File: config.mk
export PLATFORM = sky130hd
export DESIGN_NAME = cnpat_rem_pipe
export DESIGN_NICKNAME = d
export VERILOG_FILES = /design/src/rtl/count_nonprime_above_threshold_unit_defines.svh /design/src/rtl/cnpat_rem_pipe.sv
export SDC_FILE = /design/constraint.sdc
export NUM_CORES = 2
export LEC_CHECK = 0
export ABC_AREA = 0
export BUFFER_PORTS_ARGS = -buffer_cell sky130_fd_sc_hd__buf_2
export CELL_PAD_IN_SITES_DETAIL_PLACEMENT = 1
export CELL_PAD_IN_SITES_GLOBAL_PLACEMENT = 2
export CORE_MARGIN = 2
export CORE_UTILIZATION = 42
export CTS_BUF_LIST = sky130_fd_sc_hd__clkbuf_8
export CTS_CLUSTER_SIZE = 25
export DETAILED_ROUTE_END_ITERATION = 16
export PLACE_DENSITY_LB_ADDON = 0.1
export SYNTH_ARGS = -nofsm -noshare
export SYNTH_HDL_FRONTEND = slang
export SYNTH_SLANG_ARGS = --single-unit
File: constraint.sdc
create_clock -name clock -period 4.46 [get_ports clock]
set_input_delay 0.223 -clock clock [delete_from_list [all_inputs] [get_ports clock]]
set_output_delay 0.223 -clock clock [all_outputs]
set_load 0.005 [all_outputs]
File: src/rtl/count_nonprime_above_threshold_unit_defines.svh
// Assertion macros shared by the count_nonprime_above_threshold_unit RTL.
// Each macro expects signals named clock and reset in the calling scope.
`ifndef COUNT_NONPRIME_ABOVE_THRESHOLD_UNIT_DEFINES_SVH
`define COUNT_NONPRIME_ABOVE_THRESHOLD_UNIT_DEFINES_SVH

// Property that must hold at every clock edge outside reset.
`define CNPAT_ASSERT(label, prop, msg) \
   label: assert property (@(posedge clock) disable iff (reset) prop) else $error(msg);

// Condition that must never be true outside reset.
`define CNPAT_ASSERT_NEVER(label, cond, msg) \
   label: assert property (@(posedge clock) disable iff (reset) !(cond)) else $error(msg);

`endif

File: src/rtl/cnpat_rem_pipe.sv
// Pipelined remainder unit: one divisor enters per cycle, and each stage does
// one restoring step against the shared dividend. Depends on nothing else.
`default_nettype none

module cnpat_rem_pipe #(
   parameter int MAG_BITS = 31
) (
   input  wire logic                clock,
   input  wire logic                reset,
   input  wire logic                issue_valid,
   input  wire logic [MAG_BITS-1:0] issue_div,
   input  wire logic [MAG_BITS-1:0] mag,
   output logic                     ret_valid,
   output logic                     ret_zero
);

   logic [MAG_BITS-1:0] rem_ff [MAG_BITS];
   logic [MAG_BITS-1:0] rem_in [MAG_BITS];
   logic [MAG_BITS-1:0] div_ff [MAG_BITS];
   logic [MAG_BITS-1:0] vld_ff;

   // Stage k brings down dividend bit MAG_BITS-1-k and subtracts if it can.
   for (genvar k = 0; k < MAG_BITS; k++) begin : g_stage
      logic [MAG_BITS-1:0] rem_prev;
      logic [MAG_BITS-1:0] div_prev;
      logic                vld_prev;
      logic [MAG_BITS:0]   trial;
      logic [MAG_BITS:0]   diff;

      if (k == 0) begin : g_first
         assign rem_prev = '0;
         assign div_prev = issue_div;
         assign vld_prev = issue_valid;
      end else begin : g_next
         assign rem_prev = rem_ff[k-1];
         assign div_prev = div_ff[k-1];
         assign vld_prev = vld_ff[k-1];
      end

      assign trial = {rem_prev, mag[MAG_BITS-1-k]};
      assign diff  = trial - {1'b0, div_prev};

      always_comb begin
         if (trial >= {1'b0, div_prev}) begin
            rem_in[k] = diff[MAG_BITS-1:0];
         end else begin
            rem_in[k] = trial[MAG_BITS-1:0];
         end
      end

      always_ff @(posedge clock) begin
         rem_ff[k] <= rem_in[k];
         div_ff[k] <= div_prev;
      end

      always_ff @(posedge clock) begin
         if (reset) begin
            vld_ff[k] <= 1'b0;
         end else begin
            vld_ff[k] <= vld_prev;
         end
      end
   end

   assign ret_valid = vld_ff[MAG_BITS-1];
   assign ret_zero  = rem_ff[MAG_BITS-1] == '0;

endmodule

`default_nettype wire

Yosys cells after proc, flatten, opt, wreduce, memory -nomap -nowiden. Memories as Yosys holds them, arrays and structs flattened. Index checks and enable logic that the tools add are counted.

Memories: 2. Logic and storage cells: 127. Register bits: 31. Memory bits (read-only): 0. RAM bits: 1922. Output and inout bits: 2. Bits in latches: 0.

Memories: div_ff (words 31, width 31, read ports 30, clocked after memory_dff 0, wr ports 31, line cnpat_rem_pipe.sv:19) `logic [MAG_BITS-1:0] div_ff [MAG_BITS];`; rem_ff (words 31, width 31, read ports 31, clocked after memory_dff 0, wr ports 31, line cnpat_rem_pipe.sv:17) `logic [MAG_BITS-1:0] rem_ff [MAG_BITS];`.

Shift-type cells: 0. $add $sub $neg: 31. Muxes and demuxes: 31. Equal/unequal tests: 0. Bitwise gates (word level): 0. Multipliers: 0. Divide/modulo/power cells: 0. Order comparisons: 31. Reductions and logical operators: 1.

Operator list (count): 31-bit 2-to-1 mux (31); 32-bit by 31-bit >= comparator with 1-bit output (30); 31-bit subtractor (30); 1-bit by 31-bit >= comparator with 1-bit output (1); 31-bit logical NOT (1); 1-bit by 31-bit subtractor with 31-bit output (1).

Depth between registers and ports, before layout. An unclocked memory read counts as a cell.

Depth after elaboration: 3. Gate-level depth with buffers: 16.

Worst setup path after synthesis. Ideal clock, no wire load.

Path kind: register -> register. From: memory div_ff[24][0] (netlist: div_ff[1][248]). To: memory rem_ff[25][14] (netlist: rem_ff[1][293]). Buffers on the path: 1. Stages on the path, launching flop included: 14. Arrival time: 3.120 ns. Path slack: 1.220 ns. Setup time: 0.121 ns. Cells stage by stage: dfxtp_1 -> ha_1 -> fa_1 -> nor2b_1 -> o2111ai_1 -> a311oi_1 -> a221oi_2 -> o21ai_1 -> a41oi_1 -> o21ai_1 -> a21oi_1 -> o311ai_2 -> buf_2 -> mux2_2.

RTL lines (line): from (decl) (cnpat_rem_pipe.sv:19); to (decl) (cnpat_rem_pipe.sv:17).

==> results.cfg <==
[status]
status = completed

[min_path]
hold_class = in -> reg
whs_path_depth = 5
hold_end = rem_ff[1][341]
hp-start = mag[3]

[drt]
firstDrtPassIters = 5
ant_nets = 0
num_vias = 75800
drt_iter0_drc = 3223
drcViolationCount = 0
totalWireLength_um = 278200
via_per_inst = 5.277
post_drt_wl_per_cell_um = 19.37

[timing]
slew_headroom = 0.2993
period_needed_ns = 4.212
rsz0062_at_grt = no
totalNegativeSetupSlack_ns = 0
final_hold_viol_count = 0
fin_crit_sh = 0.9443
slew_viol_final = 0
setup_viol = 0
fmax_ghz = 0.2374
worstMarginPinSlew_ns = 1.050
skew_ns = 0.1165

[clock_tree]
cts_resized = 0
cts_buffers = 346
insertion_delay_ns = 1.09
clk_pin_slew_ns = 0.06
cts.htree.levels = 5
clkSinkCount = 1922
cts_root_buf = clkbuf_8
cts_tree = done
cts_setup_buffers = 0
cts.path.max_buffers = 4

[final_layout]
mostFrequentLayoutCells = dfxtp_1, inv_1, a21oi_1, ha_1, nand2_1
n_fill_cell = 26500
fin_util = 0.4747
seq_area_um2 = 38480
layout-drive-gt1-share = 0.09117
design.final.nets = 12130
area_delta_synth_final_pct = 12.70
layout_commonest_cell = dfxtp_1
stdcell_area_um2 = 108900
stdcell_count = 14360
multi_input_comb_area_um2 = 53140

[synth]
async_flop_share = 0
synth_warnings = 0
synth.distinct_cells = 93
yosys.area.top_type = dfxtp_1
synth_edf_count = 0
yosys_register_bits = 1922
syn_avg_cell_area_um2 = 9.009
yosysSeqAreaShare = 0.3981
ys.flop_type = dfxtp_1
netlist_area_um2 = 96640
synth_top_area_frac = 0.3981
synth_nets = 11750
synth_area_leaders = dfxtp_1, ha_1, a21oi_1
syn_inst = 10730

[worst_setup_path]
critical_path_buf_inv_count = 1
crit_chain = ha_1 > fa_1 > o21ai_0 > a221oi_2 > a211oi_1 > or3_1 > and2_1 > o21ai_1 > o21ai_1 > a211oi_4 > buf_4 > o21ai_0
regToRegSetupSlack_ns = 0.25
worst-r2r-cell-count = 12
cp_top_family = compound AO/OA/AOI/OAI gates
path_max_fanout = 60
cp-end-kind = flop
worst_path_max_delay_cell = dfxtp_1
arrival_ns = 5.01
r2r_end = rem_ff[1][100]
critPathKind = reg -> reg
worst_ep_required_time_ns = 5.26
r2r-start = div_ff[1][62]
critical_path.max_stage_delay_ns = 0.55
crit_path_start_kind = flop

[placement]
placedCellCount = 13660
place_area_um2 = 100600
gp_congestion = 0.9033
dp_hpwl_um = 221000
numPortBuffers = 66

[die]
start_util = 0.4212
io_pins = 67
die_h_um = 483.7
core_area_um2 = 229500
dieArea_um2 = 234000
rows = 176
die_w_um = 483.7

[flow_run]
cap_violations = 0

[pwr]
p_sw_mw = 16.53
p_int_mw = 35.56
power-per-cell-area_nw_per_um2 = 478.3
p_sw_frac = 0.3173
seqPwrFrac = 0.391
leakagePower_nw = 52.50
pwr-share-comb = 0.280
clockPowerShare = 0.329
max-vdd-ir-drop_mv = 0.3998

[grt]
grt_util_all_layers = 0.2346
grt_pass1_wl_um = 443300
gr-total-overflow = 0
grt_max_degree = 61
antenna_found_initial = 7
grt_pass1_vias = 80850
metal layers:
layer  routed length [um]  global-route usage  up-vias
met5                   16                   0        -
met4                 8692             0.07578        2
met2               142300              0.4360      917
met1               119700              0.2788    36490
met3                 7365             0.02640      504
li1                     -                   -    37890
layout make-up:
| class | instances | share of cell area |
|---|---|---|
| flip-flops and latches | 1922 | 0.3533 |
| repair buffers | 243 | 0.01953 |
| clock buffers | 416 | 0.05257 |
| multi-input cells | 7449 | 0.4879 |
| diodes | 6 | 0.0001379 |
| clock inverters | 160 | 0.01251 |
| inverters | 1141 | 0.03932 |
| well taps | 3026 | 0.03476 |
tightest hold or removal path, cell delays in order:
cell and delay (ns):
dlygate4sd3_1 0.53, buf_2 0.13, inv_1 0.05, ha_1 0.14, a21oi_1 0.07
timing repair:
| action | 4_1_cts | 5_1_grt |
|---|---|---|
| hold endpoints to repair | 183 | 0 |
| hold buffers | 122 | 0 |
| endpoints found under the setup margin | 0 | 0 |
power by group through the flow:
stage               registers, mW  logic, mW  clock network, mW
finish                       20.4       14.6               17.1
global route                 20.6       16.4               18.5
CTS                          20.5       14.6               17.8
detailed placement           20.8       14.4                  0
global placement             20.8       14.1                  0
floorplan                    20.0       11.5                  0
through the flow:
stage,hold WS (ns),worst slack [ns],power [mW]
2_1_floorplan,0.2507,1.220,31.45
3_3_place_gp,0.3361,0.4410,34.95
3_5_place_dp,0.3373,0.3503,35.23
4_1_cts,0.01844,0.3071,52.86
5_1_grt,0.08144,0.08209,55.49
6_report,0.1401,0.2485,52.09
cells in the mapped netlist (37+ instances only):
library cell	count
a211oi_1	67
and2_1	37
buf_2	70
o31ai_1	78
xnor2_1	492
and3_1	74
o21a_1	142
inv_1	1141
a21oi_1	963
nand2b_1	136
xor2_1	291
nor2b_1	168
dfxtp_1	1922
clkbuf_1	130
nand4_1	112
ha_1	932
a21o_1	466
nor2_1	658
mux2_2	321
nor3_1	126
o21bai_1	108
nand3_1	157
a31oi_1	92
nand2_1	730
o21ai_0	683
how the worst max path moves through the flow:
stage | start | endpoint | depth (start not counted)
floorplan | div_ff[1][248] | rem_ff[1][293] | 13
global placement | div_ff[1][62] | rem_ff[1][100] | 12
detailed placement | mag[9] | rem_ff[1][155] | 16
CTS | div_ff[1][62] | rem_ff[1][103] | 12
global route | div_ff[1][310] | rem_ff[1][371] | 13
finish | div_ff[1][62] | rem_ff[1][100] | 12
registers in the layout, indices dropped and copies added (netlist names):
register          count
div_ff              930
g_stage.vld_prev     30
rem_ff              961
ret_valid             1
cells by family (layout without fill, tap and decap cells):
logic type                 count (synthesis)  count (layout)  share of synthesized area
AOI/OAI and AO/OA                       2969            2969                     0.1914
and+or+nand+nor                         2355            2355                     0.1145
DFF                                     1922            1922                     0.3981
buffers and inverters                   1356            1960                    0.05416
adders and majority gates                962             962                     0.1269
xor gates and xnor gates                 783             783                    0.07096
muxes                                    380             380                    0.04394
other                                      0               6                          0
No activity file was read; power rests on OpenSTA's default activity.
