$ cat config.mk
export PLATFORM = sky130hd
export DESIGN_NAME = cnpat_queue
export DESIGN_NICKNAME = d
export VERILOG_FILES = /design/src/rtl/count_nonprime_above_threshold_unit_defines.svh /design/src/rtl/cnpat_pkg.sv /design/src/rtl/cnpat_queue.sv
export SDC_FILE = /design/constraint.sdc
export NUM_CORES = 1
export LEC_CHECK = 0
export BUFFER_PORTS_ARGS = -buffer_cell sky130_fd_sc_hd__buf_2
export CORE_MARGIN = 2
export CORE_UTILIZATION = 45
export DETAILED_ROUTE_END_ITERATION = 10
export PLACE_DENSITY = 0.7
export SYNTH_ARGS = -nofsm -noshare
export SYNTH_HDL_FRONTEND = slang
export SYNTH_SLANG_ARGS = --single-unit
$ cat constraint.sdc
create_clock -name clock -period 6.9 [get_ports clock]
set_clock_uncertainty 0.05 [all_clocks]
set_input_delay 0.69 -clock clock [delete_from_list [all_inputs] [get_ports clock]]
set_output_delay 0.69 -clock clock [all_outputs]
set_load 0.02 [all_outputs]
$ cat src/rtl/count_nonprime_above_threshold_unit_defines.svh
// Assertion macros shared by the count_nonprime_above_threshold_unit RTL.
// Each macro expects signals named clock and reset in the calling scope.
`ifndef COUNT_NONPRIME_ABOVE_THRESHOLD_UNIT_DEFINES_SVH
`define COUNT_NONPRIME_ABOVE_THRESHOLD_UNIT_DEFINES_SVH

// Property that must hold at every clock edge outside reset.
`define CNPAT_ASSERT(label, prop, msg) \
   label: assert property (@(posedge clock) disable iff (reset) prop) else $error(msg);

// Condition that must never be true outside reset.
`define CNPAT_ASSERT_NEVER(label, cond, msg) \
   label: assert property (@(posedge clock) disable iff (reset) !(cond)) else $error(msg);

`endif

$ cat src/rtl/cnpat_pkg.sv
// Package for the non-prime counter: classification codes, queue tag type
// and the fixed constants of the 6k+-1 trial division. No dependencies.
`default_nettype none

package cnpat_pkg;

   // Width of the threshold register and of the reported running count.
   localparam int THR_BITS       = 32;
   localparam int RSP_COUNT_BITS = 16;

   // Depth of the queue between the classifier and the trial engine.
   localparam int QUEUE_DEPTH = 2;

   // Trial division constants: divisor 3 first, then d and d+2, d = 5, 11, 17...
   localparam int SMALL_DIVISOR = 3;
   localparam int FIRST_TRIAL   = 5;
   localparam int TRIAL_STEP    = 6;
   localparam int PAIR_OFFSET   = 2;

   // Verdict of the classifier for one value.
   typedef enum logic [1:0] {
      CLS_PRIME     = 2'd0,
      CLS_COMPOSITE = 2'd1,
      CLS_TRIAL     = 2'd2
   } class_type;

   // Control part of one queue entry; the magnitude travels beside it.
   typedef struct packed {
      class_type cls;
      logic      above;
      logic      last;
   } tag_type;

endpackage

`default_nettype wire

$ cat src/rtl/cnpat_queue.sv
// Short first-in first-out queue between the classifier and the trial engine.
// Uses cnpat_pkg for its depth.
`default_nettype none

module cnpat_queue import cnpat_pkg::*; #(
   parameter int DATA_BITS = 34
) (
   input  wire logic                 clock,
   input  wire logic                 reset,
   input  wire logic                 push,
   input  wire logic [DATA_BITS-1:0] push_data,
   output logic                      full,
   input  wire logic                 pop,
   output logic [DATA_BITS-1:0]      pop_data,
   output logic                      empty
);

   localparam int PW = $clog2(QUEUE_DEPTH);

   logic [DATA_BITS-1:0] entry_ff [QUEUE_DEPTH];
   logic [PW-1:0]        wr_ptr_ff;
   logic [PW-1:0]        wr_ptr_in;
   logic [PW-1:0]        rd_ptr_ff;
   logic [PW-1:0]        rd_ptr_in;
   logic [PW:0]          fill_ff;
   logic [PW:0]          fill_in;

   assign full     = fill_ff == (PW+1)'(QUEUE_DEPTH);
   assign empty    = fill_ff == '0;
   assign pop_data = entry_ff[rd_ptr_ff];

   // Pointers wrap naturally because the depth is a power of two.
   always_comb begin
      wr_ptr_in = push ? wr_ptr_ff + PW'(1) : wr_ptr_ff;
      rd_ptr_in = pop ? rd_ptr_ff + PW'(1) : rd_ptr_ff;
      fill_in   = fill_ff + (PW+1)'(push) - (PW+1)'(pop);
   end

   always_ff @(posedge clock) begin
      if (reset) begin
         wr_ptr_ff <= '0;
         rd_ptr_ff <= '0;
         fill_ff   <= '0;
      end else begin
         wr_ptr_ff <= wr_ptr_in;
         rd_ptr_ff <= rd_ptr_in;
         fill_ff   <= fill_in;
      end
   end

   // Entry storage needs no reset.
   always_ff @(posedge clock) begin
      if (push) begin
         entry_ff[wr_ptr_ff] <= push_data;
      end
   end

endmodule

`default_nettype wire

* Word-level counts from Yosys, hierarchy flattened *
Memory sizes are Yosys's and may differ from the RTL's. A register that Yosys moved wholly into a read port is not among the register bits.
Cells that the tools add are included.
Widths: inputs -> output; s select.

storage, ports and cells
  register bits = 4
  bits in writable memories = 68
  input port bits = 38
  output and inout bits = 36
  memories kept = 1

memory list
  name      words  bits a word  rd ports  clocked after memory_dff  wr ports  line               RTL
  entry_ff  2      34           1         1                         1         cnpat_queue.sv:20  logic [DATA_BITS-1:0] entry_ff [QUEUE_DEPTH];

operators by class
  add/subtract/negate cells = 4
  equal/unequal tests = 1
  mux-type cells = 4
  reduce and logical (&&, ||, !) cells = 1

operators by type and width
  kind                 number
  $mux 1               4
  $add 1x1->1 const B  2
  $add 2x1->2          1
  $eq 2x2->1 const B   1
  $logic_not 2->1      1
  $sub 2x1->2          1

* Logic depth before layout (Yosys ltp) *
Gate-level depths: netlist (run 1).

  depth after elaboration = 3
  depth in mapped cells = 6
  gate-level depth less buffers = 6

* Least setup slack after synthesis (run 1) *
Ideal clock, no wire load.

  kind = input -> register
  start point = input port push
  end point = memory entry_ff[0][0] (enable)
  library setup time = 0.429 ns
  arrival = 2.223 ns
  path slack = 4.198 ns
  cell stages on the path = 1
  cells stage by stage = nor2b_1

between the ends
  longest elaborated chain between the ends = 2

ends and longest elaborated chain
  what                          line               RTL
  start: declaration            cnpat_queue.sv:10  input wire logic push,
  $mux 1                        cnpat_queue.sv:53  if (push) begin
  $mux 1 (implied by the code)  cnpat_queue.sv:54  entry_ff[wr_ptr_ff] <= push_data;
  end: declaration              cnpat_queue.sv:20

Every way passes these cells.

==> results.json, run 1 <==
{
  "dp_hpwl_um": 2640,
  "die-area_um2": 6930,
  "wl_met1_um": 1700,
  "end_kind": "primary output",
  "post-route-period-util": 0.395,
  "synthSimpleGateAreaFrac": 0.0155,
  "numCtsBuffers": 9,
  "num_vias": 1332,
  "drive_above_1_share": 0.573,
  "ys_seq_area_frac": 0.758,
  "p_sw_frac": 0.239,
  "cts.repair.resized": 0,
  "ctsHoldBuffers": 0,
  "final_antenna_net_count": 0,
  "grtUsageTotal": 0.130,
  "max_slew_margin": 0.258,
  "first_global_vias": 1393,
  "crit_end": "pop_data[30]",
  "worstMarginPinSlew_ns": 1.11,
  "antenna_cells": 0,
  "r2r_setup_slack_ns": 5.32,
  "syn_avg_cell_area_um2": 22.2,
  "place_congestion": 0.615,
  "outcome": "finished, final reports clean",
  "wl_um": 4170,
  "critical_path_peak_fanout": 34,
  "cts_tree": "yes",
  "final_area_um2": 3380,
  "critPathArrivalTime_ns": 1.98,
  "die_width_um": 83.2,
  "p_clk_frac": 0.281,
  "viasPerCell": 4.63,
  "routed.top_layer": "met4",
  "synth_xor_area_frac": 0.0142,
  "timing.rr.end": "entry_ff[0][5]",
  "worst_hold_path_type": "reg -> reg",
  "drc": 0,
  "syn-instance-count": 127,
  "cts_root_buf": "clkbuf_8",
  "firstDrtPassIters": 4,
  "hold_viol_final": 0,
  "layout.nets": 248,
  "synthMuxAreaShare": 0.175,
  "clk_latency_ns": 0.32,
  "row_count": 28,
  "pwr-share-comb": 0.147,
  "core_um2": 5990,
  "yosysTopAreaCellShare": 0.723,
  "die_y_um": 83.2,
  "fill_cells": 482,
  "hold_depth": 2,
  "min_period_ns": 2.72,
  "max_cap_viol_count": 0,
  "h-tree-depth": 3,
  "path_class": "reg -> out",
  "p_sw_mw": 0.223,
  "pwr-share-seq": 0.572,
  "r2r-start": "wr_ptr_ff",
  "drt-initial-drc-count": 41,
  "start_util": 0.472,
  "grt_overflow": 0,
  "p_leak_nw": 1.36,
  "grt_max_degree": 35,
  "cts_setup_buffers": 0,
  "setup_viol": 0,
  "ioPinCount": 74,
  "utilization": 0.565,
  "grt_pass1_wl_um": 6760,
  "r2r_cells": 1,
  "setup-tns-final_ns": 0,
  "wl_per_cell_um": 14.5,
  "yosys_warnings": 0,
  "synth_compound_area_frac": 0,
  "p_int_mw": 0.712,
  "synth_area_um2": 2830,
  "path_clk_slew_ns": 0.07,
  "finalMaxSlewViolations": 0,
  "synth_nets": 167,
  "synthAdderAreaFrac": 0.00886,
  "ys_types": 13,
  "synth_top_family_by_area": "multiplexers",
  "cellPowerDensity_nw_per_um2": 276,
  "cts_max_path_buffers": 2,
  "antenna_found_initial": 0,
  "ys_ff_latch": 73,
  "worstPathRequired_ns": 6.16,
  "areaGrowthSynthToFinish_pct": 19.8,
  "synth_top_cell_by_area": "edfxtp_1",
  "clock_sinks": 73,
  "routed-wl-met3_um": 239,
  "synth_area_leaders": "edfxtp_1, mux2_4, dfxtp_1, buf_12, mux2_2",
  "place_area_um2": 3230,
  "wl_met2_um": 2180,
  "fmax_mhz": 367,
  "cp-start-kind": "flop",
  "vdd_drop_max_mv": 0.149,
  "grt_setup_unrepaired": "false",
  "port_buffers": 73
}
-- registers in the layout (all words and copies together) (netlist names), named ones only --
name	flops
rd_ptr_ff	1
fill_ff	2
entry_ff	68
wr_ptr_ff	1
-- metal layers --
| layer | GRT usage | vias to the layer above |
|---|---|---|
| met5 | 0 | - |
| met4 | 0.0626 | 0 |
| met3 | 0.0557 | 6 |
| met2 | 0.213 | 40 |
| met1 | 0.147 | 638 |
| li1 | - | 648 |
-- cells in the mapped netlist (all sizes together) --
master and n:
and2 1, buf 4, dfxtp 5, edfxtp 68
ha 2, inv 2, mux2 34, nor2 5
nor2b 3, xnor2 2, xnor3 1
-- kinds of logic after synthesis --
| group | count (synthesis) |
|---|---|
| XOR/XNOR | 3 |
| adder cells (fa/ha/maj) | 2 |
| buffers and inverters | 6 |
| flip-flops | 73 |
| multiplexers | 34 |
| AND/OR/NAND/NOR | 9 |
-- worst max-delay path, cell delays in order, from the launching register on --
cell,delay [ns]
dfxtp_2,1.07
mux2_2,0.43
buf_2,0.16
-- final cells by class --
type                    instances  area [um^2]  share of cell area
well taps                      75         93.8              0.0277
clock buffers                  11          131              0.0388
inverters                       2         7.51             0.00222
clock inverters                 5         22.5             0.00666
flip-flops and latches         73         2140               0.634
multi-input cells              48          612               0.181
repair buffers                 74          373               0.110
-- cell usage in the layout, fill, tap and decap left out, types with 3 or more instances in the layout --
cell type	count
mux2_4	30
clkinv_2	3
dfxtp_1	4
buf_2	73
mux2_2	4
edfxtp_1	68
clkbuf_8	9
nor2_1	5
-- stage by stage --
step | hold slack, ns | setup WS, ns | total power [mW] | cells
after floorplan | 0.430 | 4.20 | 0.644 | 127
after global placement | 0.445 | 4.48 | 0.683 | 272
after detailed placement | 0.449 | 4.47 | 0.686 | 272
after CTS | 0.473 | 4.09 | 0.950 | 288
after global routing | 0.469 | 4.06 | 0.980 | 288
final | 0.475 | 4.18 | 0.935 | 288
-- power groups by stage --
stage | sequential (mW) | combinational [mW] | clock [mW]
after floorplan | 0.533 | 0.111 | 0
after global placement | 0.545 | 0.138 | 0
after detailed placement | 0.546 | 0.140 | 0
after CTS | 0.536 | 0.140 | 0.273
after global routing | 0.539 | 0.149 | 0.292
final | 0.535 | 0.137 | 0.262
-- worst min-delay path by stage --
stage                   from              end  slack, ns
6_report           rd_ptr_ff        rd_ptr_ff       0.47
5_1_grt        push_data[32]  entry_ff[1][32]       0.47
4_1_cts            rd_ptr_ff        rd_ptr_ff       0.47
3_5_place_dp       rd_ptr_ff             flop       0.45
3_3_place_gp       rd_ptr_ff        rd_ptr_ff       0.45
2_1_floorplan      rd_ptr_ff             flop       0.43
Power figures use the tool's default switching activity.
==> run 2: changes to the inputs <==
PLACE_DENSITY = 0.72   (was 0.7)
clock period = 2.21 ns   (was 6.9 ns; I/O delays follow)
==> results.json, run 2 (synthesized netlist as in run 1, its figures left out) <==
{
  "place_congestion": 0.691,
  "row_count": 28,
  "fill_cells": 487,
  "h-tree-depth": 3,
  "vdd_drop_max_mv": 0.397,
  "r2r-start": "wr_ptr_ff",
  "ioPinCount": 74,
  "path_clk_slew_ns": 0.07,
  "end_kind": "primary output",
  "start_util": 0.472,
  "dp_cells": 274,
  "r2r_cells": 2,
  "firstDrtPassIters": 4,
  "die-area_um2": 6930,
  "max_cap_viol_count": 0,
  "drive_above_1_share": 0.575,
  "max_slew_margin": 0.690,
  "dp_hpwl_um": 2840,
  "cts_setup_buffers": 0,
  "clock_sinks": 73,
  "areaGrowthSynthToFinish_pct": 21.4,
  "setup-tns-final_ns": 0,
  "first_global_vias": 1416,
  "drc": 0,
  "grt_pass1_wl_um": 6780,
  "r2r_setup_slack_ns": 0.85,
  "antenna_cells": 0,
  "fmax_mhz": 543,
  "worstMarginPinSlew_ns": 0.466,
  "worstPathRequired_ns": 1.94,
  "path_class": "reg -> out",
  "cellPowerDensity_nw_per_um2": 885,
  "grt_overflow": 0,
  "critical_path_peak_fanout": 29,
  "layout.nets": 250,
  "final_antenna_net_count": 0,
  "p_leak_nw": 1.38,
  "hold_viol_final": 0,
  "cts_tree": "yes",
  "finalMaxSlewViolations": 0,
  "critPathArrivalTime_ns": 1.57,
  "drt-initial-drc-count": 65,
  "cts_max_path_buffers": 2,
  "top_regs": "entry_ff (68), fill_ff (2)",
  "utilization": 0.573,
  "grt_setup_unrepaired": "false",
  "cp-start-kind": "flop",
  "instances_no_fill": 289,
  "grt_max_degree": 35,
  "viasPerCell": 4.68,
  "antenna_found_initial": 0,
  "most-common-layout-cells": "buf_2, edfxtp_1, mux2_4, clkbuf_8, nor2_1",
  "num_vias": 1353,
  "timing.rr.end": "entry_ff[1][32]",
  "largest_reg_flops": 68,
  "worst_hold_path_type": "in -> reg",
  "min_period_ns": 1.84,
  "outcome": "finished, final reports clean",
  "port_buffers": 73,
  "numCtsBuffers": 9,
  "grtUsageTotal": 0.132,
  "wl_um": 4270,
  "setup_viol": 0,
  "cts_root_buf": "clkbuf_8",
  "crit_end": "pop_data[23]",
  "largest-register": "entry_ff",
  "post-route-period-util": 0.834,
  "die_width_um": 83.2,
  "wl_per_cell_um": 14.8,
  "clk_latency_ns": 0.33,
  "ctsHoldBuffers": 0,
  "die_y_um": 83.2,
  "mostFrequentLayoutCell": "buf_2",
  "cts.repair.resized": 0,
  "core_um2": 5990
}
[run 2: worst max-delay path, stage by stage (launching register included)]
cell and delay, ns:
dfxtp_2 0.45, buf_12 0.27, mux2_2 0.36, buf_2 0.16
[run 2: per-stage QoR]
stage                     cell area, um^2  power (mW)  setup WS [ns]  hold slack, ns
after CTS                            3430        3.07          0.335         0.00521
final                                3430        3.04          0.367          0.0203
after global routing                 3430        3.17          0.293         0.00158
after global placement               3260        2.13          0.724           0.359
after detailed placement             3260        2.15          0.707           0.364
after floorplan                      2830        2.01          0.520           0.243
[run 2: per-layer routing]
metal / routed length, um / global-route usage / up-vias
li1: - / - / 651
met1: 1730 / 0.148 / 641
met2: 2160 / 0.213 / 47
met3: 227 / 0.0308 / 14
met4: 159 / 0.110 / 0
met5: 0 / 0 / -
[run 2: layout make-up]
type | instances | area [um^2] | area share
clock buffer | 9 | 124 | 0.0361
clock inverter | 6 | 50.0 | 0.0146
inverter | 2 | 7.51 | 0.00219
multi-input combinational | 48 | 612 | 0.178
sequential | 73 | 2140 | 0.625
tap | 75 | 93.8 | 0.0274
timing repair buffer | 76 | 400 | 0.117
[run 2: how the worst min path moves through the flow]
stage	endpoint	slack, ns	startpoint	cells past startpoint
after floorplan	fill_ff[0]	0.24	reset	1
after global placement	entry_ff[1][3]	0.36	push_data[3]	1
after detailed placement	entry_ff[0][5]	0.36	push_data[5]	1
after CTS	entry_ff[1][5]	0.005	push_data[5]	1
after global routing	entry_ff[0][2]	0.002	push_data[2]	1
final	entry_ff[1][2]	0.02	push_data[2]	1
[run 2: power breakdown]
group          switching [mW]  internal, mW
clock network           0.433         0.497
registers              0.0330          1.61
logic                   0.241         0.220
total                   0.707          2.33
