### src/rtl/count_nonprime_above_threshold_unit_defines.svh
// Assertion macros shared by the count_nonprime_above_threshold_unit RTL.
// Each macro expects signals named clock and reset in the calling scope.
`ifndef COUNT_NONPRIME_ABOVE_THRESHOLD_UNIT_DEFINES_SVH
`define COUNT_NONPRIME_ABOVE_THRESHOLD_UNIT_DEFINES_SVH

// Property that must hold at every clock edge outside reset.
`define CNPAT_ASSERT(label, prop, msg) \
   label: assert property (@(posedge clock) disable iff (reset) prop) else $error(msg);

// Condition that must never be true outside reset.
`define CNPAT_ASSERT_NEVER(label, cond, msg) \
   label: assert property (@(posedge clock) disable iff (reset) !(cond)) else $error(msg);

`endif

### src/rtl/cnpat_pkg.sv
// Package for the non-prime counter: classification codes, queue tag type
// and the fixed constants of the 6k+-1 trial division. No dependencies.
`default_nettype none

package cnpat_pkg;

   // Width of the threshold register and of the reported running count.
   localparam int THR_BITS       = 32;
   localparam int RSP_COUNT_BITS = 16;

   // Depth of the queue between the classifier and the trial engine.
   localparam int QUEUE_DEPTH = 2;

   // Trial division constants: divisor 3 first, then d and d+2, d = 5, 11, 17...
   localparam int SMALL_DIVISOR = 3;
   localparam int FIRST_TRIAL   = 5;
   localparam int TRIAL_STEP    = 6;
   localparam int PAIR_OFFSET   = 2;

   // Verdict of the classifier for one value.
   typedef enum logic [1:0] {
      CLS_PRIME     = 2'd0,
      CLS_COMPOSITE = 2'd1,
      CLS_TRIAL     = 2'd2
   } class_type;

   // Control part of one queue entry; the magnitude travels beside it.
   typedef struct packed {
      class_type cls;
      logic      above;
      logic      last;
   } tag_type;

endpackage

`default_nettype wire

### src/rtl/cnpat_req_if.sv
// Request channel of the non-prime counter: valid/ready plus one signed value
// and its last-of-list mark. No dependencies.
`default_nettype none

interface cnpat_req_if #(
   parameter int VALUE_BITS = 32
) ();
   logic                         valid;
   logic                         ready;
   logic signed [VALUE_BITS-1:0] value;
   logic                         last;

   modport source (output valid, output value, output last, input ready);
   modport sink   (input valid, input value, input last, output ready);
endinterface

`default_nettype wire

### src/rtl/cnpat_front.sv
// Front end: holds the threshold register, accepts request transfers and
// classifies each value before it enters the queue. Uses cnpat_pkg, cnpat_req_if.
`default_nettype none

module cnpat_front import cnpat_pkg::*; #(
   parameter int VALUE_BITS = 32
) (
   input  wire logic                  clock,
   input  wire logic                  reset,
   input  wire logic                  csr_write_en,
   input  wire logic [THR_BITS-1:0]   csr_write_data,
   cnpat_req_if.sink                  req,
   input  wire logic                  queue_full,
   output logic                       queue_push,
   output logic [VALUE_BITS-2+$bits(tag_type):0] queue_data
);

   localparam int MW = VALUE_BITS - 1;
   localparam int CW = (VALUE_BITS > THR_BITS) ? VALUE_BITS : THR_BITS;

   logic signed [THR_BITS-1:0] threshold_ff;
   logic signed [THR_BITS-1:0] threshold_in;
   logic signed [CW-1:0]       value_ext;
   logic signed [CW-1:0]       thr_ext;
   logic [MW-1:0]              mag;
   logic                       negative;
   tag_type                    tag;

   // Threshold register; the user must write it only while the block is idle, which the block itself does not enforce.
   assign threshold_in = csr_write_en ? signed'(csr_write_data) : threshold_ff;

   always_ff @(posedge clock) begin
      if (reset) begin
         threshold_ff <= '0;
      end else begin
         threshold_ff <= threshold_in;
      end
   end

   // Take a request whenever the queue has room.
   assign req.ready  = !queue_full;
   assign queue_push = req.valid && !queue_full;

   // Full signed comparison against the threshold.
   assign value_ext = CW'(req.value);
   assign thr_ext   = CW'(threshold_ff);

   assign negative = req.value[VALUE_BITS-1];
   assign mag      = req.value[MW-1:0];

   // Settle the easy cases here; only odd values of five and up need trials.
   always_comb begin
      tag.above = value_ext > thr_ext;
      tag.last  = req.last;
      priority if (negative || mag <= MW'(1)) begin
         tag.cls = CLS_COMPOSITE;
      end else if (mag <= MW'(SMALL_DIVISOR)) begin
         tag.cls = CLS_PRIME;
      end else if (!mag[0]) begin
         tag.cls = CLS_COMPOSITE;
      end else begin
         tag.cls = CLS_TRIAL;
      end
   end

   assign queue_data = {tag, mag};

endmodule

`default_nettype wire

### src/flat_wrapper.sv
// flat-port wrapper written by rule: the top's interface ports become plain ports
module cnpat_front_flat import cnpat_pkg::*;
#(
   parameter int VALUE_BITS = 32
)
  (clock, reset, csr_write_en, csr_write_data, queue_full, queue_push, queue_data, req_valid, req_value, req_last, req_ready);
  cnpat_req_if #(.VALUE_BITS(VALUE_BITS)) req_i ();
  input  wire logic clock;
  input  wire logic reset;
  input  wire logic csr_write_en;
  input  wire logic [THR_BITS-1:0] csr_write_data;
  input  wire logic queue_full;
  output logic queue_push;
  output logic [VALUE_BITS-2+$bits(tag_type):0] queue_data;
  input wire logic [$bits(req_i.valid)-1:0] req_valid;
  input wire logic [$bits(req_i.value)-1:0] req_value;
  input wire logic [$bits(req_i.last)-1:0] req_last;
  output wire logic [$bits(req_i.ready)-1:0] req_ready;
  assign req_i.valid = req_valid;
  assign req_i.value = req_value;
  assign req_i.last = req_last;
  assign req_ready = req_i.ready;
  cnpat_front #(.VALUE_BITS(VALUE_BITS)) u_core (.clock(clock), .reset(reset), .csr_write_en(csr_write_en), .csr_write_data(csr_write_data), .req(req_i), .queue_full(queue_full), .queue_push(queue_push), .queue_data(queue_data));
endmodule
### config.mk
export PLATFORM = sky130hd
export DESIGN_NAME = cnpat_front_flat
export DESIGN_NICKNAME = d
export VERILOG_FILES = /design/src/rtl/count_nonprime_above_threshold_unit_defines.svh /design/src/rtl/cnpat_pkg.sv /design/src/rtl/cnpat_req_if.sv /design/src/rtl/cnpat_front.sv /design/src/flat_wrapper.sv
export SDC_FILE = /design/constraint.sdc
export NUM_CORES = 1
export LEC_CHECK = 0
export ABC_CLOCK_PERIOD_IN_PS = 2000
export BUFFER_PORTS_ARGS = -buffer_cell sky130_fd_sc_hd__buf_2
export CORE_MARGIN = 2
export CORE_UTILIZATION = 47
export CTS_CLUSTER_SIZE = 16
export DETAILED_ROUTE_END_ITERATION = 12
export PLACE_DENSITY = 0.92
export SLEW_MARGIN = 40
export SYNTH_ARGS = -nofsm -noshare
export SYNTH_HDL_FRONTEND = slang
export SYNTH_SLANG_ARGS = --single-unit
### constraint.sdc
create_clock -name clock -period 2 [get_ports clock]
set_input_delay 0.1 -clock clock [delete_from_list [all_inputs] [get_ports clock]]
set_output_delay 0.1 -clock clock [all_outputs]
set_load 0.05 [all_outputs]
### After elaboration in Yosys (flattened, before gate mapping)

Cells that the tools add are included.

* input bits: 70
* register bits: 32

* reductions and logical operators: 3
* order comparisons: 3
* mux-type cells: 3

Operator list (count)
* 32-bit greater-than comparator: 1
* 31-bit by 1-bit less-or-equal comparator with 1-bit output, second input constant: 1
* 31-bit by 2-bit less-or-equal comparator with 1-bit output, second input constant: 1
* 2-bit two-way mux: 3
* 1-bit logical AND: 1
* 1-bit zero test: 1
* 1-bit logical OR: 1

### Longest topological paths before layout

Gate-level depths: netlist of run 1.

* depth in word-level cells: 3
* mapped depth: 8

### Worst setup path before layout of run 1

OpenSTA, ideal clock, no wires.

* path kind: reg-to-output
* start: reg u_core.threshold_ff[14] (netlist: u_core.thr_ext[14])
* end: out queue_data[32]
* buffers on the path: 0
* stages on the path, launching flop included: 9
* path slack: -0.462 ns
* data arrival time: 2.362 ns
* data required time: 1.900 ns
* cell sequence: dfxtp_1 inv_1 ha_1 nand4_1 nor4_1 a21boi_1 o31ai_1 o2111ai_1 mux2i_1

* word-level cells in the longest chain between the ends: 1

RTL lines
* from (decl): RTL line cnpat_front.sv:21 `logic signed [THR_BITS-1:0] threshold_ff;`
* from (signal assigned): RTL line cnpat_front.sv:36 `threshold_ff <= threshold_in;`
* 32-bit greater-than comparator: RTL line cnpat_front.sv:53 `tag.above = value_ext > thr_ext;`
* to (decl): RTL line flat_wrapper.sv:14 `output logic [VALUE_BITS-2+$bits(tag_type):0] queue_data;`

No other way between the ends.

### Worst setup path after layout of run 1

* start: reg u_core.threshold_ff[11] (netlist: u_core.thr_ext[11])
* end: out queue_data[32]

Same word-level chain as after synthesis.

==> results of run 1 <==
metal layers:
layer  GRT usage, %  up-vias
li1               -     1054
met5              0        -
met4           11.5        0
met3           4.83       18
met2           41.6       86
met1           27.0      995
how the worst max path moves through the flow:
stage / slack (ns) / to / start / cells after the start
6_report: -0.48 / queue_data[32] / u_core.thr_ext[11]$_SDFFE_PP0P_ / 9
5_1_grt: -0.57 / queue_data[32] / u_core.thr_ext[11]$_SDFFE_PP0P_ / 9
4_1_cts: -0.44 / queue_data[32] / u_core.thr_ext[10]$_SDFFE_PP0P_ / 9
3_5_place_dp: -0.21 / queue_data[32] / u_core.thr_ext[11]$_SDFFE_PP0P_ / 9
3_3_place_gp: -0.11 / queue_data[32] / u_core.thr_ext[11]$_SDFFE_PP0P_ / 9
2_1_floorplan: 0.0003 / queue_data[32] / u_core.thr_ext[13]$_SDFFE_PP0P_ / 8
power by group through the flow:
stage	logic, mW	clock network, mW	registers, mW
floorplan	0.427	0	0.703
global placement	0.570	0	0.706
detailed placement	0.585	0	0.709
CTS	0.624	0.551	0.697
global route	0.691	0.575	0.701
finish	0.636	0.550	0.698
timing repair:
| action | in CTS | in global routing |
|---|---|---|
| pin swaps | 12 | 4 |
| setup buffers | 4 | 0 |
| resized for setup | 22 | 3 |
| endpoints found under the setup margin | 1 | 2 |
through the flow:
step,TNS (ns),cell area [sq um],utilization (%)
floorplan,0,2300,-
global placement,-0.107,2790,59.8
detailed placement,-0.213,2790,59.8
CTS,-0.438,3010,64.6
global route,-0.569,3020,64.9
finish,-0.478,3020,64.9
layout by cell type, fill, tap and decap left out, types with 8 or more instances in the layout:
cell     synthesis  layout
buf_4           32      26
nand4_1          9       9
inv_1           33      29
mux2i_1         34      33
nor2_1          37      37
buf_2            3     103
a21oi_1         11      10
dfxtp_2          0       8
dfxtp_1         32      24
ha_1            32      25
kinds of logic (layout without fill, tap and decap cells):
family,Yosys count,after routing,synth area share (%)
AO/OA/AOI/OAI,26,26,7.23
AND/OR/NAND/NOR,68,68,13.8
adder cells (fa/ha/maj),32,32,17.8
flip-flops,32,32,28.5
buffers and inverters,72,170,17.5
multiplexers,34,34,15.1
critical path, delay by kind of cell, from the launching register on:
| family | cells | cell delay (ns) |
|---|---|---|
| flops | 1 | 0.34 |
| compound gates | 3 | 0.43 |
| mux | 1 | 0.29 |
| fa+ha+maj | 1 | 0.26 |
| simple gates | 2 | 0.55 |
| buf+inv | 2 | 0.22 |
cell type report:
class / instances / area [sq um]
clock buffers: 7 / 96.3
fillers: 380 / 1640
inverters: 33 / 124
multi-input cells: 160 / 1360
flip-flops and latches: 32 / 651
well taps: 54 / 67.6
repair buffers: 130 / 722
==> run metrics, run 1 <==
Vias/cell=just over 5; H-tree levels=2; first-pass detailed-route iteration total=4; hold violation count in the final report=0; Internal Power=1.24 mW; clock power share=~29%; failing checks=setup timing; CORE AREA=4660 sq um; Non-Filler Instances=416; final WL=about 6100 microns; WL met2=2980 microns; Final setup viols=1; Yosys top cell by area=dfxtp_1; port buffer count=104; worst slew pin tran=0.605 ns; Clk Latency, worst-skew pair=0.28 ns; GRT Overall Usage=approximately a quarter; Placement Setup Slack=-0.213 ns; Worst-path clk slew=0.07 ns; RSZ-0062 raised after global routing=true; Critical Path AT=2.38 ns; Initial DRC Count=34; reg-to-reg slack, setup=~1.3 ns; DRC Markers=0; Die X=73.2 microns; CP peak stage delay=0.37 ns; Layout Nets=about 460; combinational share of power=33.8%; row cnt=25; layout cells sized above 1=46.1%; met3 wire len=285 microns; worst path cell trace=inv_2 -> ha_4 -> nand4_1 -> nor4_4 -> a21boi_2 -> o31ai_2 -> o2111ai_2 -> mux2i_4 -> buf_6; IO Pins=107; final setup margin=-0.478 ns; area grow syn2layout=34.4%; max-capacitance violation count=0; most area-consuming cells after synthesis=dfxtp_1 28%, ha_1 18%, mux2i_1 15%, buf_4 11%, nor2_1 6.2%; sequential area share after synthesis=roughly 28%; Leakage Power=1.51 nW; CTS tree=yes; Min Hold Slack=0.0478 ns; status=finished with violations; Crit. End Element=output pin; Post-CTS Hold Buffers=0; synthesized flop and latch total=32; Max Transition Viols Final=0; Congestion Overflow GR=0; CP Max Fanout=2; ANT cells=0; Num Clock Sinks=32; maximum VDD drop=0.000585 V; top sig layer=met4; Power, Total=between 1.5 and 2 mW; post-layout min period=2.48 ns; slowest CP cell=nor4_4; cell count after placement=405; Largest register FFs=32; reg-to-reg endpoint=u_core.thr_ext[31]$_SDFFE_PP0P_; min-delay worst type=in2reg; share of the synthesized area in the top cell type=between 20 and 30%; crit path kind=reg2out; Most used DFF post-synth=dfxtp_1; CP startpoint kind=flip-flop; die height=73.2 microns; total CTS buffers=5; end of the worst hold path=u_core.thr_ext[5]$_SDFFE_PP0P_; pin count of the biggest net entering global routing=33; asr flop ratio synth=0%; Net Switching=0.643 mW; PD cells=between 600 and 700 nW/um^2; via count=2153; Die ar.=5360 sq um; worst clock skew=0 ns; HPWL after detailed placement=4400 microns; synth cell count leaders=37 x nor2_1, 34 x mux2i_1, 33 x inv_1; EDFF count, synth=0; sequential power share=37.0%; syn nets=366; starting density of the core=48.3%; Routed WL per cell=14.6 microns; vias in the first global route=2213; Rel. slew slack=between 50% and 60%; Max Freq=404 MHz; Max clock buf depth=2; mapped cell area=2250 sq um; RePlAce Congestion=between 0.8 and 0.9; Antenna Nets Post-Route=0; Worst R2R Start=u_core.thr_ext[31]$_SDFFE_PP0P_; Yosys Warn Count=0; HP Start=csr_write_data[5]; Tcrit/Tclk final=124%; first-pass GRT wire length=9830 microns; Post-Synthesis Cells=264; Root Buffer=clkbuf_8; M1 WL=2610 microns; most common cell in the netlist=nor2_1; hold path cells=3; Switching Fraction=34.1%; antenna violations before repair=0; distinct cell type count after synthesis=25; R2R cell count=3; CP Data Required Time=1.90 ns; average size of a mapped cell=8.52 sq um
No activity file was read; power rests on OpenSTA's default activity.
==> run 2, diff against run 1 <==
Settings changed: SKIP_CTS_REPAIR_TIMING set to 1.
==> run metrics, run 2 (synthesis results as in run 1) <==
pin count of the biggest net entering global routing=33; Antenna Nets Post-Route=0; die height=approximately 73 microns; most common cell after layout, fill and taps aside=buf_2; hold violation count in the final report=0; reg-to-reg endpoint=u_core.thr_ext[31]$_SDFFE_PP0P_; worst path cell trace=inv_1 -> ha_1 -> nand3_1 -> nand2_1 -> a221o_1 -> o31ai_2 -> o2111ai_2 -> mux2i_4 -> buf_6; starting density of the core=slightly below 50%; IO Pins=107; setup tns final=-0.513 ns; Vias/cell=around 5.2; ANT cells=0; R2R cell count=3; crit-path leading delay family=compound AO/OA/AOI/OAI gates; first-pass GRT wire length=8830 microns; Worst-path clk slew=0.07 ns; CTS tree=yes; Final setup viols=1; failing checks=setup timing; Internal Power=1.24 mW; Rel. slew slack=59.3%; area grow syn2layout=32.5%; CP peak stage delay=~0.36 ns; Core Util, Final=63.9%; Max clock buf depth=2; CORE AREA=4660 sq um; Worst R2R Start=u_core.thr_ext[31]$_SDFFE_PP0P_; Switching Fraction=33.8%; Leakage Power=approximately 1.5 nW; Num Clock Sinks=32; status=finished with violations; antenna violations before repair=0; worst slew pin tran=around 0.61 ns; Max Transition Viols Final=0; RSZ-0062 raised after global routing=true; CP bufs+invs=2; CP Max Fanout=2; Layout Nets=460; Net Switching=~0.63 mW; RePlAce Congestion=0.870; most frequent cells in the layout=103 x buf_2, 37 x nor2_1, 33 x mux2i_1; Clk Latency, worst-skew pair=0.28 ns; clock power share=between 20% and 30%; CP Data Required Time=1.90 ns; min-delay worst type=in2reg; Initial DRC Count=69; slowest CP cell=a221o_1; combinational share of power=33.6%; Crit. End Element=output pin; PD cells=between 600 and 700 nW/um^2; max-capacitance violation count=0; HPWL after detailed placement=4400 microns; final WL=5990 microns; crit path kind=reg2out; worst clock skew=0 ns; final setup margin=-0.513 ns; H-tree levels=2; CP startpoint kind=flip-flop; total CTS buffers=5; via count=approximately 2100; Routed WL per cell=14.5 microns; layout cells sized above 1=between 40% and 50%; first-pass detailed-route iteration total=4; Tcrit/Tclk final=126%; row cnt=25; Largest register FFs=32; port buffer count=104; Congestion Overflow GR=0; post-layout min period=2.51 ns; reg-to-reg slack, setup=1.27 ns; sequential power share=between 30 and 40%; Power, Total=roughly 1.9 mW; Die ar.=5360 sq um; DRC Markers=0; Die X=73.2 microns; GRT Overall Usage=between 20% and 30%; Critical Path AT=2.41 ns; end of the worst hold path=u_core.thr_ext[21]$_SDFFE_PP0P_; vias in the first global route=between 2000 and 2500; maximum VDD drop=0.000451 V; hold path cells=3; Root Buffer=clkbuf_8; HP Start=csr_write_data[21]; Max Freq=roughly 400 MHz
-- run 2: area by class of cell --
| type | count | area [sq um] |
|---|---|---|
| Timing Repair Buffer | 126 | 692 |
| Sequential cell | 32 | 651 |
| Fill cell | 389 | 1680 |
| Clock buffer | 7 | 96.3 |
| Multi-Input combinational cell | 160 | 1350 |
| Tap cell | 54 | 67.6 |
| Inverter | 33 | 124 |
-- run 2: power groups by stage --
stage,registers (mW),logic (mW),clock network [mW]
CTS,0.694,0.591,0.551
detailed placement,0.709,0.585,0
global placement,0.706,0.570,0
finish,0.697,0.628,0.541
floorplan,0.703,0.427,0
global route,0.702,0.683,0.575
-- run 2: worst max path at each step --
stage                                    start        endpoint  cells past startpoint
3_5_place_dp   u_core.thr_ext[11]$_SDFFE_PP0P_  queue_data[32]                      9
6_report       u_core.thr_ext[13]$_SDFFE_PP0P_  queue_data[32]                      9
3_3_place_gp   u_core.thr_ext[11]$_SDFFE_PP0P_  queue_data[32]                      9
5_1_grt        u_core.thr_ext[13]$_SDFFE_PP0P_  queue_data[32]                      9
2_1_floorplan  u_core.thr_ext[13]$_SDFFE_PP0P_  queue_data[32]                      8
4_1_cts        u_core.thr_ext[11]$_SDFFE_PP0P_  queue_data[32]                      9
-- run 2: routing by layer --
metal	routed length, microns	track usage [%]
met1	2470	25.7
met4	196	7.20
met5	0	0
met3	343	4.28
met2	2980	36.7
-- run 2: through the flow --
step | setup WS, ns | instance area (sq um) | hold WS, ns | std cells
after floorplan | 0.000346 | 2300 | 0.172 | 264
after global placement | -0.107 | 2790 | 0.201 | 405
after detailed placement | -0.213 | 2790 | 0.201 | 405
after CTS | -0.554 | 2880 | 0.0536 | 412
after global routing | -0.623 | 2980 | 0.0618 | 412
final | -0.513 | 2980 | 0.0515 | 412
-- run 2: worst min-delay path, cell delays in order --
cell     delay [ns]
buf_2          0.07
mux2i_1        0.05
nor2_1         0.07
